===== config.mk =====
export PLATFORM = sky130hd
export DESIGN_NAME = accel_offset_calibration
export DESIGN_NICKNAME = d
export VERILOG_FILES = /design/src/design/acal_pkg.sv /design/src/design/acal_accum.sv /design/src/design/acal_div.sv /design/src/design/accel_offset_calibration.sv
export SDC_FILE = /design/constraint.sdc
export NUM_CORES = 1
export LEC_CHECK = 0
export ABC_AREA = 1
export CORE_UTILIZATION = 47
export DETAILED_ROUTE_END_ITERATION = 12
export DONT_BUFFER_PORTS = 1
export GPL_ROUTABILITY_DRIVEN = 1
export PLACE_DENSITY = 0.63
export SLEW_MARGIN = 30
export SYNTH_ARGS = -nofsm -noshare
export SYNTH_HDL_FRONTEND = slang
export SYNTH_SLANG_ARGS = --single-unit

===== constraint.sdc =====
create_clock -name clock -period 4.87 [get_ports clock]
set_input_delay 1.2175 -clock clock [delete_from_list [all_inputs] [get_ports clock]]
set_output_delay 1.2175 -clock clock [all_outputs]
set_load 0.01 [all_outputs]

===== src/design/acal_pkg.sv =====
// acal_pkg: types, constants and helper functions for the accelerometer offset calibration
// block. It depends on nothing else and is imported by every module of the block.
package acal_pkg;

   localparam int RawWidth     = 16;
   localparam int SumWidth     = 16;
   localparam int CountWidth   = 6;
   localparam int ByteWidth    = 8;
   localparam int GravWidth    = 10;
   localparam int ShiftWidth   = 4;
   localparam int CsrDataWidth = 10;
   localparam int QuotWidth    = 16;
   localparam int StepWidth    = 5;

   // register indexes of the configuration port
   localparam logic CSR_GRAVITY_COUNTS = 1'b0;
   localparam logic CSR_JUSTIFY_SHIFT  = 1'b1;

   localparam logic [GravWidth-1:0]  GRAVITY_RESET = 10'd256;
   localparam logic [ShiftWidth-1:0] SHIFT_RESET   = 4'd6;

   // one incoming sample
   typedef struct packed {
      logic signed [RawWidth-1:0] raw_x;
      logic signed [RawWidth-1:0] raw_y;
      logic signed [RawWidth-1:0] raw_z;
      logic                       last;
   } req_payload_type;

   // one calibration result
   typedef struct packed {
      logic [ByteWidth-1:0]  offset_x;
      logic [ByteWidth-1:0]  offset_y;
      logic [ByteWidth-1:0]  offset_z;
      logic [CountWidth-1:0] used_samples;
      logic                  dropped;
   } rsp_payload_type;

   // accumulator contents seen by the sequencer
   typedef struct packed {
      logic signed [SumWidth-1:0] sum_x;
      logic signed [SumWidth-1:0] sum_y;
      logic signed [SumWidth-1:0] sum_z;
      logic [CountWidth-1:0]      count;
      logic                       overflow;
   } acc_status_type;

   // divider status
   typedef struct packed {
      logic busy;
      logic done;
   } div_status_type;

   typedef enum logic [1:0] {
      AXIS_X = 2'd0,
      AXIS_Y = 2'd1,
      AXIS_Z = 2'd2
   } axis_type;

   // negate, divide by four toward zero and keep the low byte
   function automatic logic [ByteWidth-1:0] offset_byte(input logic signed [17:0] avg);
      logic signed [18:0] neg;
      logic signed [18:0] quo;
      neg = 19'sd0 - {avg[17], avg};
      quo = neg[18] ? ((neg + 19'sd3) >>> 2) : (neg >>> 2);
      return quo[ByteWidth-1:0];
   endfunction

endpackage


===== src/design/acal_accum.sv =====
// acal_accum: per-axis wrapping sums of the justified samples, sample count and drop flag.
// Depends on acal_pkg.
module acal_accum #(
   parameter int MAX_SAMPLES = 32
) (
   input  logic                            clock,
   input  logic                            reset,
   input  logic                            take,
   input  acal_pkg::req_payload_type       sample,
   input  logic [acal_pkg::ShiftWidth-1:0] justify_shift,
   input  logic                            clear,
   output acal_pkg::acc_status_type        status
);
   import acal_pkg::*;

   logic signed [SumWidth-1:0] sum_x_ff, sum_y_ff, sum_z_ff;
   logic signed [SumWidth-1:0] sum_x_in, sum_y_in, sum_z_in;
   logic [CountWidth-1:0]      count_ff, count_in;
   logic                       overflow_ff, overflow_in;
   logic                       room;

   assign room = count_ff < CountWidth'(MAX_SAMPLES);

   // clear empties the run; else add the arithmetically shifted words, or flag the drop once the run is full
   always_comb begin
      sum_x_in    = sum_x_ff;
      sum_y_in    = sum_y_ff;
      sum_z_in    = sum_z_ff;
      count_in    = count_ff;
      overflow_in = overflow_ff;
      if (clear) begin
         sum_x_in    = '0;
         sum_y_in    = '0;
         sum_z_in    = '0;
         count_in    = '0;
         overflow_in = 1'b0;
      end else if (take) begin
         if (room) begin
            sum_x_in = sum_x_ff + (sample.raw_x >>> justify_shift);
            sum_y_in = sum_y_ff + (sample.raw_y >>> justify_shift);
            sum_z_in = sum_z_ff + (sample.raw_z >>> justify_shift);
            count_in = count_ff + CountWidth'(1);
         end else begin
            overflow_in = 1'b1;
         end
      end
   end

   always_ff @(posedge clock) begin
      if (reset) begin
         sum_x_ff    <= '0;
         sum_y_ff    <= '0;
         sum_z_ff    <= '0;
         count_ff    <= '0;
         overflow_ff <= 1'b0;
      end else begin
         sum_x_ff    <= sum_x_in;
         sum_y_ff    <= sum_y_in;
         sum_z_ff    <= sum_z_in;
         count_ff    <= count_in;
         overflow_ff <= overflow_in;
      end
   end

   assign status.sum_x    = sum_x_ff;
   assign status.sum_y    = sum_y_ff;
   assign status.sum_z    = sum_z_ff;
   assign status.count    = count_ff;
   assign status.overflow = overflow_ff;

endmodule


===== src/design/acal_div.sv =====
// acal_div: shared restoring divider, signed 16-bit sum by unsigned count, one quotient bit
// per cycle, truncating toward zero. Depends on acal_pkg.
module acal_div (
   input  logic                              clock,
   input  logic                              reset,
   input  logic                              start,
   input  logic signed [acal_pkg::SumWidth-1:0] dividend,
   input  logic [acal_pkg::CountWidth-1:0]   divisor,
   output acal_pkg::div_status_type          status,
   output logic signed [acal_pkg::QuotWidth:0] quotient
);
   import acal_pkg::*;

   logic [CountWidth-1:0] rem_ff, rem_in;
   logic [QuotWidth-1:0]  quo_ff, quo_in;
   logic [CountWidth-1:0] dvs_ff, dvs_in;
   logic                  neg_ff, neg_in;
   logic                  busy_ff, busy_in;
   logic [StepWidth-1:0]  step_ff, step_in;
   logic [CountWidth:0]   trial;
   logic                  fits;
   logic                  done;

   assign done  = busy_ff && (step_ff == '0);
   assign trial = {rem_ff, quo_ff[QuotWidth-1]};
   assign fits  = trial >= {1'b0, dvs_ff};

   // load magnitude on start, then shift in one quotient bit per cycle
   always_comb begin
      rem_in  = rem_ff;
      quo_in  = quo_ff;
      dvs_in  = dvs_ff;
      neg_in  = neg_ff;
      busy_in = busy_ff;
      step_in = step_ff;
      if (start) begin
         rem_in  = '0;
         quo_in  = dividend[SumWidth-1] ? QuotWidth'(~dividend + 1'b1)
                                        : QuotWidth'(dividend);
         dvs_in  = divisor;
         neg_in  = dividend[SumWidth-1];
         busy_in = 1'b1;
         step_in = StepWidth'(QuotWidth);
      end else if (done) begin
         busy_in = 1'b0;
      end else if (busy_ff) begin
         rem_in  = fits ? CountWidth'(trial - {1'b0, dvs_ff}) : trial[CountWidth-1:0];
         quo_in  = {quo_ff[QuotWidth-2:0], fits};
         step_in = step_ff - StepWidth'(1);
      end
   end

   always_ff @(posedge clock) begin
      if (reset) begin
         busy_ff <= 1'b0;
         step_ff <= '0;
      end else begin
         busy_ff <= busy_in;
         step_ff <= step_in;
      end
   end

   // datapath registers
   always_ff @(posedge clock) begin
      rem_ff <= rem_in;
      quo_ff <= quo_in;
      dvs_ff <= dvs_in;
      neg_ff <= neg_in;
   end

   assign quotient    = neg_ff ? -$signed({1'b0, quo_ff}) : $signed({1'b0, quo_ff});
   assign status.busy = busy_ff;
   assign status.done = done;

endmodule


===== src/design/accel_offset_calibration.sv =====
// accel_offset_calibration: samples are taken one per cycle while idle and added to the sums.
// The last sample of a run starts three 16-step divisions on one shared divider, x, y then z; the
// result is loaded into the output register and offered once the z division is done, or
// later if the previous result is still waiting. Samples are refused from the last one until
// the result is loaded, then taken again while it waits. Depends on acal_pkg and submodules.
// Synchronous reset restores gravity_counts 256, justify_shift 6 and empty sums.
module accel_offset_calibration #(
   parameter int MAX_SAMPLES = 32
) (
   input  logic                              clock,
   input  logic                              reset,
   input  logic                              req_valid,
   output logic                              req_ready,
   input  acal_pkg::req_payload_type         req_data,
   output logic                              rsp_valid,
   input  logic                              rsp_ready,
   output acal_pkg::rsp_payload_type         rsp_data,
   input  logic                              csr_we,
   input  logic                              csr_index,
   input  logic [acal_pkg::CsrDataWidth-1:0] csr_wdata
);
   import acal_pkg::*;

   typedef enum logic [3:0] {
      ST_IDLE = 4'b0001,
      ST_LOAD = 4'b0010,
      ST_WAIT = 4'b0100,
      ST_HOLD = 4'b1000
   } state_type;

   state_type                  state_ff, state_in;
   axis_type                   axis_ff, axis_in;
   logic [GravWidth-1:0]       gravity_ff;
   logic [ShiftWidth-1:0]      shift_ff;
   logic [ByteWidth-1:0]       byte_x_ff, byte_y_ff, byte_z_ff;
   logic [ByteWidth-1:0]       byte_x_in, byte_y_in, byte_z_in;
   logic                       rsp_valid_ff, rsp_valid_in;
   rsp_payload_type            rsp_data_ff, rsp_data_in;
   acc_status_type             acc;
   div_status_type             div_stat;
   logic signed [QuotWidth:0]  quotient;
   logic signed [SumWidth-1:0] dividend;
   logic signed [17:0]         avg;
   logic signed [17:0]         adj;
   logic [ByteWidth-1:0]       obyte;
   logic                       take;
   logic                       div_start;
   logic                       load_rsp;

   assign req_ready = (state_ff == ST_IDLE);
   assign take      = req_valid && req_ready;
   assign div_start = (state_ff == ST_LOAD);
   assign load_rsp  = (state_ff == ST_HOLD) && (!rsp_valid_ff || rsp_ready);

   // configuration registers
   always_ff @(posedge clock) begin
      if (reset) begin
         gravity_ff <= GRAVITY_RESET;
         shift_ff   <= SHIFT_RESET;
      end else if (csr_we) begin
         unique case (csr_index)
            CSR_GRAVITY_COUNTS: gravity_ff <= csr_wdata[GravWidth-1:0];
            CSR_JUSTIFY_SHIFT:  shift_ff   <= csr_wdata[ShiftWidth-1:0];
            default:            gravity_ff <= gravity_ff;
         endcase
      end
   end

   acal_accum #(
      .MAX_SAMPLES(MAX_SAMPLES)
   ) u_accum (
      .clock         (clock),
      .reset         (reset),
      .take          (take),
      .sample        (req_data),
      .justify_shift (shift_ff),
      .clear         (load_rsp),
      .status        (acc)
   );

   // pick the sum of the axis under division
   always_comb begin
      unique case (axis_ff)
         AXIS_X:  dividend = acc.sum_x;
         AXIS_Y:  dividend = acc.sum_y;
         AXIS_Z:  dividend = acc.sum_z;
         default: dividend = acc.sum_x;
      endcase
   end

   acal_div u_div (
      .clock    (clock),
      .reset    (reset),
      .start    (div_start),
      .dividend (dividend),
      .divisor  (acc.count),
      .status   (div_stat),
      .quotient (quotient)
   );

   // gravity removal on z: subtract gravity_counts from a positive average, add it to a zero or negative one
   assign avg = {quotient[QuotWidth], quotient};
   always_comb begin
      if (axis_ff == AXIS_Z) begin
         if (!avg[17] && (avg != '0)) begin
            adj = avg - $signed({8'd0, gravity_ff});
         end else begin
            adj = avg + $signed({8'd0, gravity_ff});
         end
      end else begin
         adj = avg;
      end
   end
   assign obyte = offset_byte(adj);

   // sequencer over the three axes
   always_comb begin
      state_in  = state_ff;
      axis_in   = axis_ff;
      byte_x_in = byte_x_ff;
      byte_y_in = byte_y_ff;
      byte_z_in = byte_z_ff;
      unique case (state_ff)
         ST_IDLE: begin
            if (take && req_data.last) begin
               state_in = ST_LOAD;
               axis_in  = AXIS_X;
            end
         end
         ST_LOAD: begin
            state_in = ST_WAIT;
         end
         ST_WAIT: begin
            if (div_stat.done) begin
               unique case (axis_ff)
                  AXIS_X: begin
                     byte_x_in = obyte;
                     axis_in   = AXIS_Y;
                     state_in  = ST_LOAD;
                  end
                  AXIS_Y: begin
                     byte_y_in = obyte;
                     axis_in   = AXIS_Z;
                     state_in  = ST_LOAD;
                  end
                  default: begin
                     byte_z_in = obyte;
                     state_in  = ST_HOLD;
                  end
               endcase
            end
         end
         ST_HOLD: begin
            if (load_rsp) begin
               state_in = ST_IDLE;
            end
         end
         default: state_in = ST_IDLE;
      endcase
   end

   // output register
   always_comb begin
      rsp_valid_in = rsp_valid_ff;
      rsp_data_in  = rsp_data_ff;
      if (load_rsp) begin
         rsp_valid_in              = 1'b1;
         rsp_data_in.offset_x      = byte_x_ff;
         rsp_data_in.offset_y      = byte_y_ff;
         rsp_data_in.offset_z      = byte_z_ff;
         rsp_data_in.used_samples  = acc.count;
         rsp_data_in.dropped       = acc.overflow;
      end else if (rsp_ready) begin
         rsp_valid_in = 1'b0;
      end
   end

   always_ff @(posedge clock) begin
      if (reset) begin
         state_ff     <= ST_IDLE;
         axis_ff      <= AXIS_X;
         rsp_valid_ff <= 1'b0;
      end else begin
         state_ff     <= state_in;
         axis_ff      <= axis_in;
         rsp_valid_ff <= rsp_valid_in;
      end
   end

   always_ff @(posedge clock) begin
      byte_x_ff   <= byte_x_in;
      byte_y_ff   <= byte_y_in;
      byte_z_ff   <= byte_z_in;
      rsp_data_ff <= rsp_data_in;
   end

   assign rsp_valid = rsp_valid_ff;
   assign rsp_data  = rsp_data_ff;

   // run length never passes the maximum
   a_count_bound: assert property (@(posedge clock) disable iff (reset)
      acc.count <= CountWidth'(MAX_SAMPLES))
      else $error("sample count beyond maximum");

   // a fresh result always averages at least one sample
   a_result_count: assert property (@(posedge clock) disable iff (reset)
      load_rsp |=> (rsp_data.used_samples != '0))
      else $error("result with zero samples");

   // handing over a result empties the accumulator
   a_clear_after: assert property (@(posedge clock) disable iff (reset)
      load_rsp |=> (acc.count == '0) && !acc.overflow)
      else $error("accumulator not cleared after result");

   // the divider only runs while a run is being finished
   a_div_idle: assert property (@(posedge clock) disable iff (reset)
      (state_ff == ST_IDLE) |-> !div_stat.busy)
      else $error("divider busy while idle");

endmodule

Yosys cells after proc, flatten, opt, wreduce, memory -nomap -nowiden:

Index checks and enable logic that the tools add are counted.

* add/sub/neg operators: 12
* magnitude comparators: 2
* eq/ne operators: 11
* shift operators: 3
* muxes and demuxes: 26
* bitwise gates (word level): 5
* reduce and logical (&&, ||, !) cells: 29

Operators by type and width (count)
* 2-to-1 mux 16 bit: 4
* adder 16 bit: 3
* >>> shifter 16 x 4 -> 16 bit: 3
* 2-to-1 mux 18 bit: 2
* case mux 16 bit (2 select lines): 1
* subtractor 1 x 18 -> 19 bit (first input constant): 1
* adder 17 x 11 -> 18 bit: 1
* nonzero test 18 bit: 1
* subtractor 17 x 11 -> 18 bit: 1
* 2-to-1 mux 17 bit: 1
* negator 16 -> 17 bit: 1
* adder 16 x 1 -> 16 bit (second input constant): 1
* 2-to-1 mux 4 bit: 4
* NOT 16 bit: 1
* case mux 4 bit (4 select lines): 1
* 2-to-1 mux 5 bit: 3
* AND reduction 2 bit: 6
* AND reduction 3 bit: 4
* adder 10 x 3 -> 10 bit (second input constant): 1
* 2-to-1 mux 8 bit: 1
* case mux 2 bit (2 select lines): 2
* nonzero test 2 bit: 4
* greater-or-equal comparator 7 x 6 -> 1 bit: 1
* adder 6 x 1 -> 6 bit (second input constant): 1
* other kinds (23): 39

* flip-flop bits (word level): 166
* input port bits: 65
* output and inout port bits: 33

Logic depth before layout (Yosys ltp):

* depth after elaboration: 9
* depth in mapped cells: 36
* gate-level depth less buffers: 35

Hierarchy:

A second synthesis with hierarchy kept.

* cells, all modules: 2300
* area total of the unflattened synthesis: 14538.9 µm²

Modules (own cells, without submodules)
* acal_accum: instances 1, cells an instance 1227, area each 6718.9 µm², seq. area each 1101.1 µm²
* accel_offset_calibration: instances 1, cells an instance 681, area each 5067.4 µm², seq. area each 2072.0 µm²
* acal_div: instances 1, cells an instance 392, area each 2752.6 µm², seq. area each 930.9 µm²

Worst setup path after synthesis:

Ideal clock, no wire load.

* path kind: register -> register
* from: register u_div.quo_ff[0]
* to: register byte_x_ff[0] (data pin)
* library setup time: 0.261 ns
* data arrival time: 3.937 ns
* slack: 0.672 ns
* stages on the path, launching flop included: 33
* path buffers: 1
* period minus slack after synthesis: 4.198 ns
* cell sequence: edfxtp_1 -> inv_2 -> ha_1 -> nand3_2 -> nor2_4 -> nand2_2 -> nand2_1 -> nand2_1 -> nand2_2 -> nand3_1 -> nor2_1 -> nand3_2 -> nand2_4 -> buf_2 -> nor2_1 -> a21oi_1 -> fa_1 -> nand2_1 -> nand2_1 -> inv_1 -> ha_1 -> inv_1 -> nor2_4 -> nand3_2 -> nor2_1 -> nand2_1 -> inv_1 -> nand2_1 -> nor2_1 -> a21boi_2 -> nor2_4 -> nand2_1 -> nand2_1

* word-level cells in the longest chain between the ends: 9

RTL lines
* from (decl): line acal_div.sv:15 `logic [QuotWidth-1:0] quo_ff, quo_in;`
* from (signal assigned): line acal_div.sv:66 `quo_ff <= quo_in;`
* negator 16 -> 17 bit: line acal_div.sv:71 `assign quotient = neg_ff ? -$signed({1'b0, quo_ff}) : $signed({1'b0, quo_ff});`
* 2-to-1 mux 17 bit (*): line acal_div.sv:71
* parallel branches: the longest is 3 deep, another holds adder 17 x 11 -> 18 bit
* 2-to-1 mux 18 bit (*): line accel_offset_calibration.sv:104 `if (axis_ff == AXIS_Z) begin`
* subtractor 1 x 18 -> 19 bit (*): line acal_pkg.sv:64 `neg = 19'sd0 - {avg[17], avg};`
* adder 10 x 3 -> 10 bit: line acal_pkg.sv:65 `quo = neg[18] ? ((neg + 19'sd3) >>> 2) : (neg >>> 2);`
* 2-to-1 mux 8 bit (*): line acal_pkg.sv:65
* net obyte[0]: line accel_offset_calibration.sv:45 `logic [ByteWidth-1:0] obyte;`
* to (signal assigned): line accel_offset_calibration.sv:191 `byte_x_ff <= byte_x_in;`
* to (decl): line accel_offset_calibration.sv:35 `logic [ByteWidth-1:0] byte_x_ff, byte_y_ff, byte_z_ff;`

Mark *: on every way through the listed nets, which the timed path passes.
A chain may end at the register's enable or synchronous reset.

Worst setup path after layout:

* from: register u_div.quo_ff[1]
* to: register byte_z_ff[3] (data pin)

* word-level cells in the longest chain between the ends: 9

RTL lines
* negator 16 -> 17 bit: line acal_div.sv:71
* 2-to-1 mux 17 bit (*): line acal_div.sv:71
* parallel branches: the longest is 3 deep, another holds adder 17 x 11 -> 18 bit
* 2-to-1 mux 18 bit (*): line accel_offset_calibration.sv:104
* subtractor 1 x 18 -> 19 bit (*): line acal_pkg.sv:64
* adder 10 x 3 -> 10 bit: line acal_pkg.sv:65
* 2-to-1 mux 8 bit (*): line acal_pkg.sv:65
* net obyte[3]: line accel_offset_calibration.sv:45
* to (signal assigned): line accel_offset_calibration.sv:193 `byte_z_ff <= byte_z_in;`
* to (decl): line accel_offset_calibration.sv:35

Marks and branches as above.

==> reports/metrics.cfg <==
[run_status]
outcome=completed

[final_layout]
multi_input_area_sq_um=7600
synthToLayoutAreaGrowth_pct=7.98
layout-drive-gt1-share_pct=6.68
fillers=2686
register_area_sq_um=4110
antenna_cells=0
fin_nets=1947

[run]
max-cap-violations=0

[cts]
clkTransAtPathRegs_ns=0.08
clock_latency_ns=0.43
tritoncts=done
htree_levels=4
cts.path.max_buffers=2
clkSinkCount=166
root_buffer=clkbuf_16
numCtsBuffers=17

[yosys]
synth_ff_type=dfxtp_1
synth_top_cell_by_area=edfxtp_1
yosysWarnings=0
ys_seq_elements=166
syn_inst=1824
synth.distinct_cells=54
synth_enable_flop_cells=78
synth.area.top_cells=edfxtp_1 (18%), dfxtp_1 (14%), nand2_1 (13%)
ys_seq_area_share_pct=32.0
postSynthAreaPerCell_sq_um=7.02
syn_area_sq_um=12800
async_flop_share_pct=0
synthesis.nets=1972
yosysTopAreaCellShare_pct=18.3

[power]
p_leak_nw=6.25
clkPwrFrac_pct=21.0
ir_worst_vdd_mv=0.272
combPwrFrac_pct=49.4
swShare_pct=45.4
pwr-share-seq_pct=29.7
p_int_mw=3.69
switchingPower_mw=3.07
p_per_area_nw_per_um2=489
p_total_mw=6.76

[global_route]
grt_antenna_before_repair=0
grt_pass1_wl_mm=53.0
grt_max_degree=60
grt_util_all_layers_pct=23.4
grt_overflow=0
first_global_vias=10921

[floorplanning]
num_rows=60
fp.dieH_microns=167
die-area_sq_um=27900
io_pins=98
die_w_microns=167
core_sq_um=26900
start_util_pct=47.7

[routing]
vias_per_cell=5.41
drcViolationCount=0
num_vias=11637
drt-total-wl_mm=32.6
final_antenna_net_count=0
first_pass_iters=7
wl_per_cell_microns=15.1
drtIter0Drc=742

[placement]
gp_congestion=0.923
io_buffers=0
hpwl_mm=25.4

[timing]
period_minus_slack_ns=4.42
final_max_slew_viol_count=0
max_clock_freq_mhz=226
whs_ns=0.421
slew_headroom_pct=40.8
setup_viol=0
worst-slew-pin-transition_ns=0.887
finalSetupTns_ns=0
fin_skew_ns=0.0156
period_share_pct=90.7
hold_viol=0

[setup_path]
worstPathMaxFanout=9
path_class=register to register
reg2regPathDepth=28
cp_slowest_cell=edfxtp_1
path_common_cell=nand2_1
worst_ep_arrival_time_ns=4.60
slowest_delay_ns=0.42
cp-start-kind=register
end_kind=register
worstPathRequired_ns=5.05

[hold_path]
whs_path_depth=0
hold_class=register to register

==> area by class of cell <==
cell class / count / share of cell area (%)
repair buffers: 26 / 1.50
clock buffers: 17 / 3.07
inverters: 230 / 6.26
clock inverters: 15 / 1.49
well taps: 341 / 3.08
flip-flops and latches: 166 / 29.7
multi-input cells: 1358 / 54.9
==> synthesized netlist by cell type (6+ instances only) <==
library cell and instances:
xnor2_1 24, nand2_1 436, edfxtp_1 78, xor2_1 50
ha_1 78, a31oi_1 8, nand3_1 114, clkbuf_1 57
o21bai_1 11, nand4_1 17, o211ai_1 13, nor2_1 99
o221ai_1 15, o31ai_1 8, nor3_1 17, o21a_1 8
dfxtp_1 88, nand2_2 10, a21oi_1 143, o21ai_0 226
inv_2 8, buf_2 7, inv_1 219, nand3_2 8
o21ai_1 6, mux2i_1 12
==> final timing paths <==
check                        from           end  slack [ns]
setup / recovery  u_div.quo_ff[1]  byte_z_ff[3]        0.45
hold / removal       byte_z_ff[7]  rsp_data[14]        0.42
setup reg to reg  u_div.quo_ff[1]  byte_z_ff[3]        0.45
hold reg to reg      byte_z_ff[7]  rsp_data[14]        0.42
==> worst max-delay path, delay by kind of cell, from the launching register on <==
family	cells	cell delay [ns]
fa+ha+maj	2	0.61
compound gates	3	0.71
flops	1	0.42
buf+inv	2	0.25
xor+xnor	2	0.31
simple gates	19	1.87
==> power by group through the flow <==
stage	registers, mW	logic [mW]	clock network (mW)
after global placement	2.03	3.27	0
after floorplan	1.94	2.64	0
final	2.01	3.34	1.42
after detailed placement	2.03	3.30	0
after CTS	2.00	3.31	1.45
after global routing	2.04	3.82	1.49
==> stage by stage <==
step                      instance area [sq um]  setup slack (ns)  std cells  util [%]
after floorplan                           12800             0.672       1824         -
after global placement                    13100             0.384       2115      48.8
after detailed placement                  13100             0.275       2115      48.8
after CTS                                 13700             0.264       2147      51.1
after global routing                      13800           -0.0201       2153      51.5
final                                     13800             0.453       2153      51.5
==> cells in the final DEF (no fill, tap or decap), types with 3 or more instances in the layout <==
master	count
a21oi_1	139
nand3_1	114
clkbuf_16	17
nor2_2	8
o211ai_1	13
xor2_1	50
nand3_2	8
ha_1	77
inv_1	219
o21ai_0	226
clkinv_8	6
buf_4	25
o31ai_1	8
xnor2_1	24
o21a_1	8
o21bai_1	11
dfxtp_1	87
a21oi_2	4
nand2_2	11
nor2_4	5
nor4_1	3
o21ai_1	6
mux2i_1	12
inv_2	9
nor3_1	16
inv_12	3
o22ai_1	4
fa_1	5
nand4_1	17
edfxtp_1	78
inv_8	3
o221ai_1	15
o21ai_2	3
a31oi_1	8
or2_2	3
nor2_1	96
nand2_1	435
a211oi_1	5
==> sequential cells by signal, summed over array words and instances, names as in the netlist, 6 cells and up <==
name,flops
byte_x_ff,8
byte_y_ff,8
byte_z_ff,8
gravity_ff,10
rsp_data,31
u_accum.count_ff,6
u_accum.sum_x_ff,16
u_accum.sum_y_ff,16
u_accum.sum_z_ff,16
u_div.dvs_ff,6
u_div.quo_ff,16
u_div.rem_ff,6
==> timing repair <==
item                                    4_1_cts  5_1_grt
endpoints found under the setup margin        0       24
buffers inserted                              0        6
hold buffers                                  0        0
gates resized for setup                       0        9
==> metal layers <==
layer / routed length (microns) / vias up / global-route usage (%)
met5: 0 / - / 0
met4: 1130 / 0 / 10.3
met3: 873 / 60 / 2.32
met2: 16200 / 199 / 41.3
met1: 14400 / 5301 / 28.8
li1: - / 6077 / -
==> cell families (layout without fill, tap and decap cells) <==
logic type	after synthesis	after routing	share of synthesized area, %
buffers and inverters	300	288	8.99
adders and majority gates	83	83	8.40
and+or+nand+nor	728	728	24.6
xor gates and xnor gates	77	77	5.44
muxes	12	12	0.938
AOI/OAI and AO/OA	458	458	19.6
DFF	166	166	32.0
No activity file was read; power rests on OpenSTA's default activity.
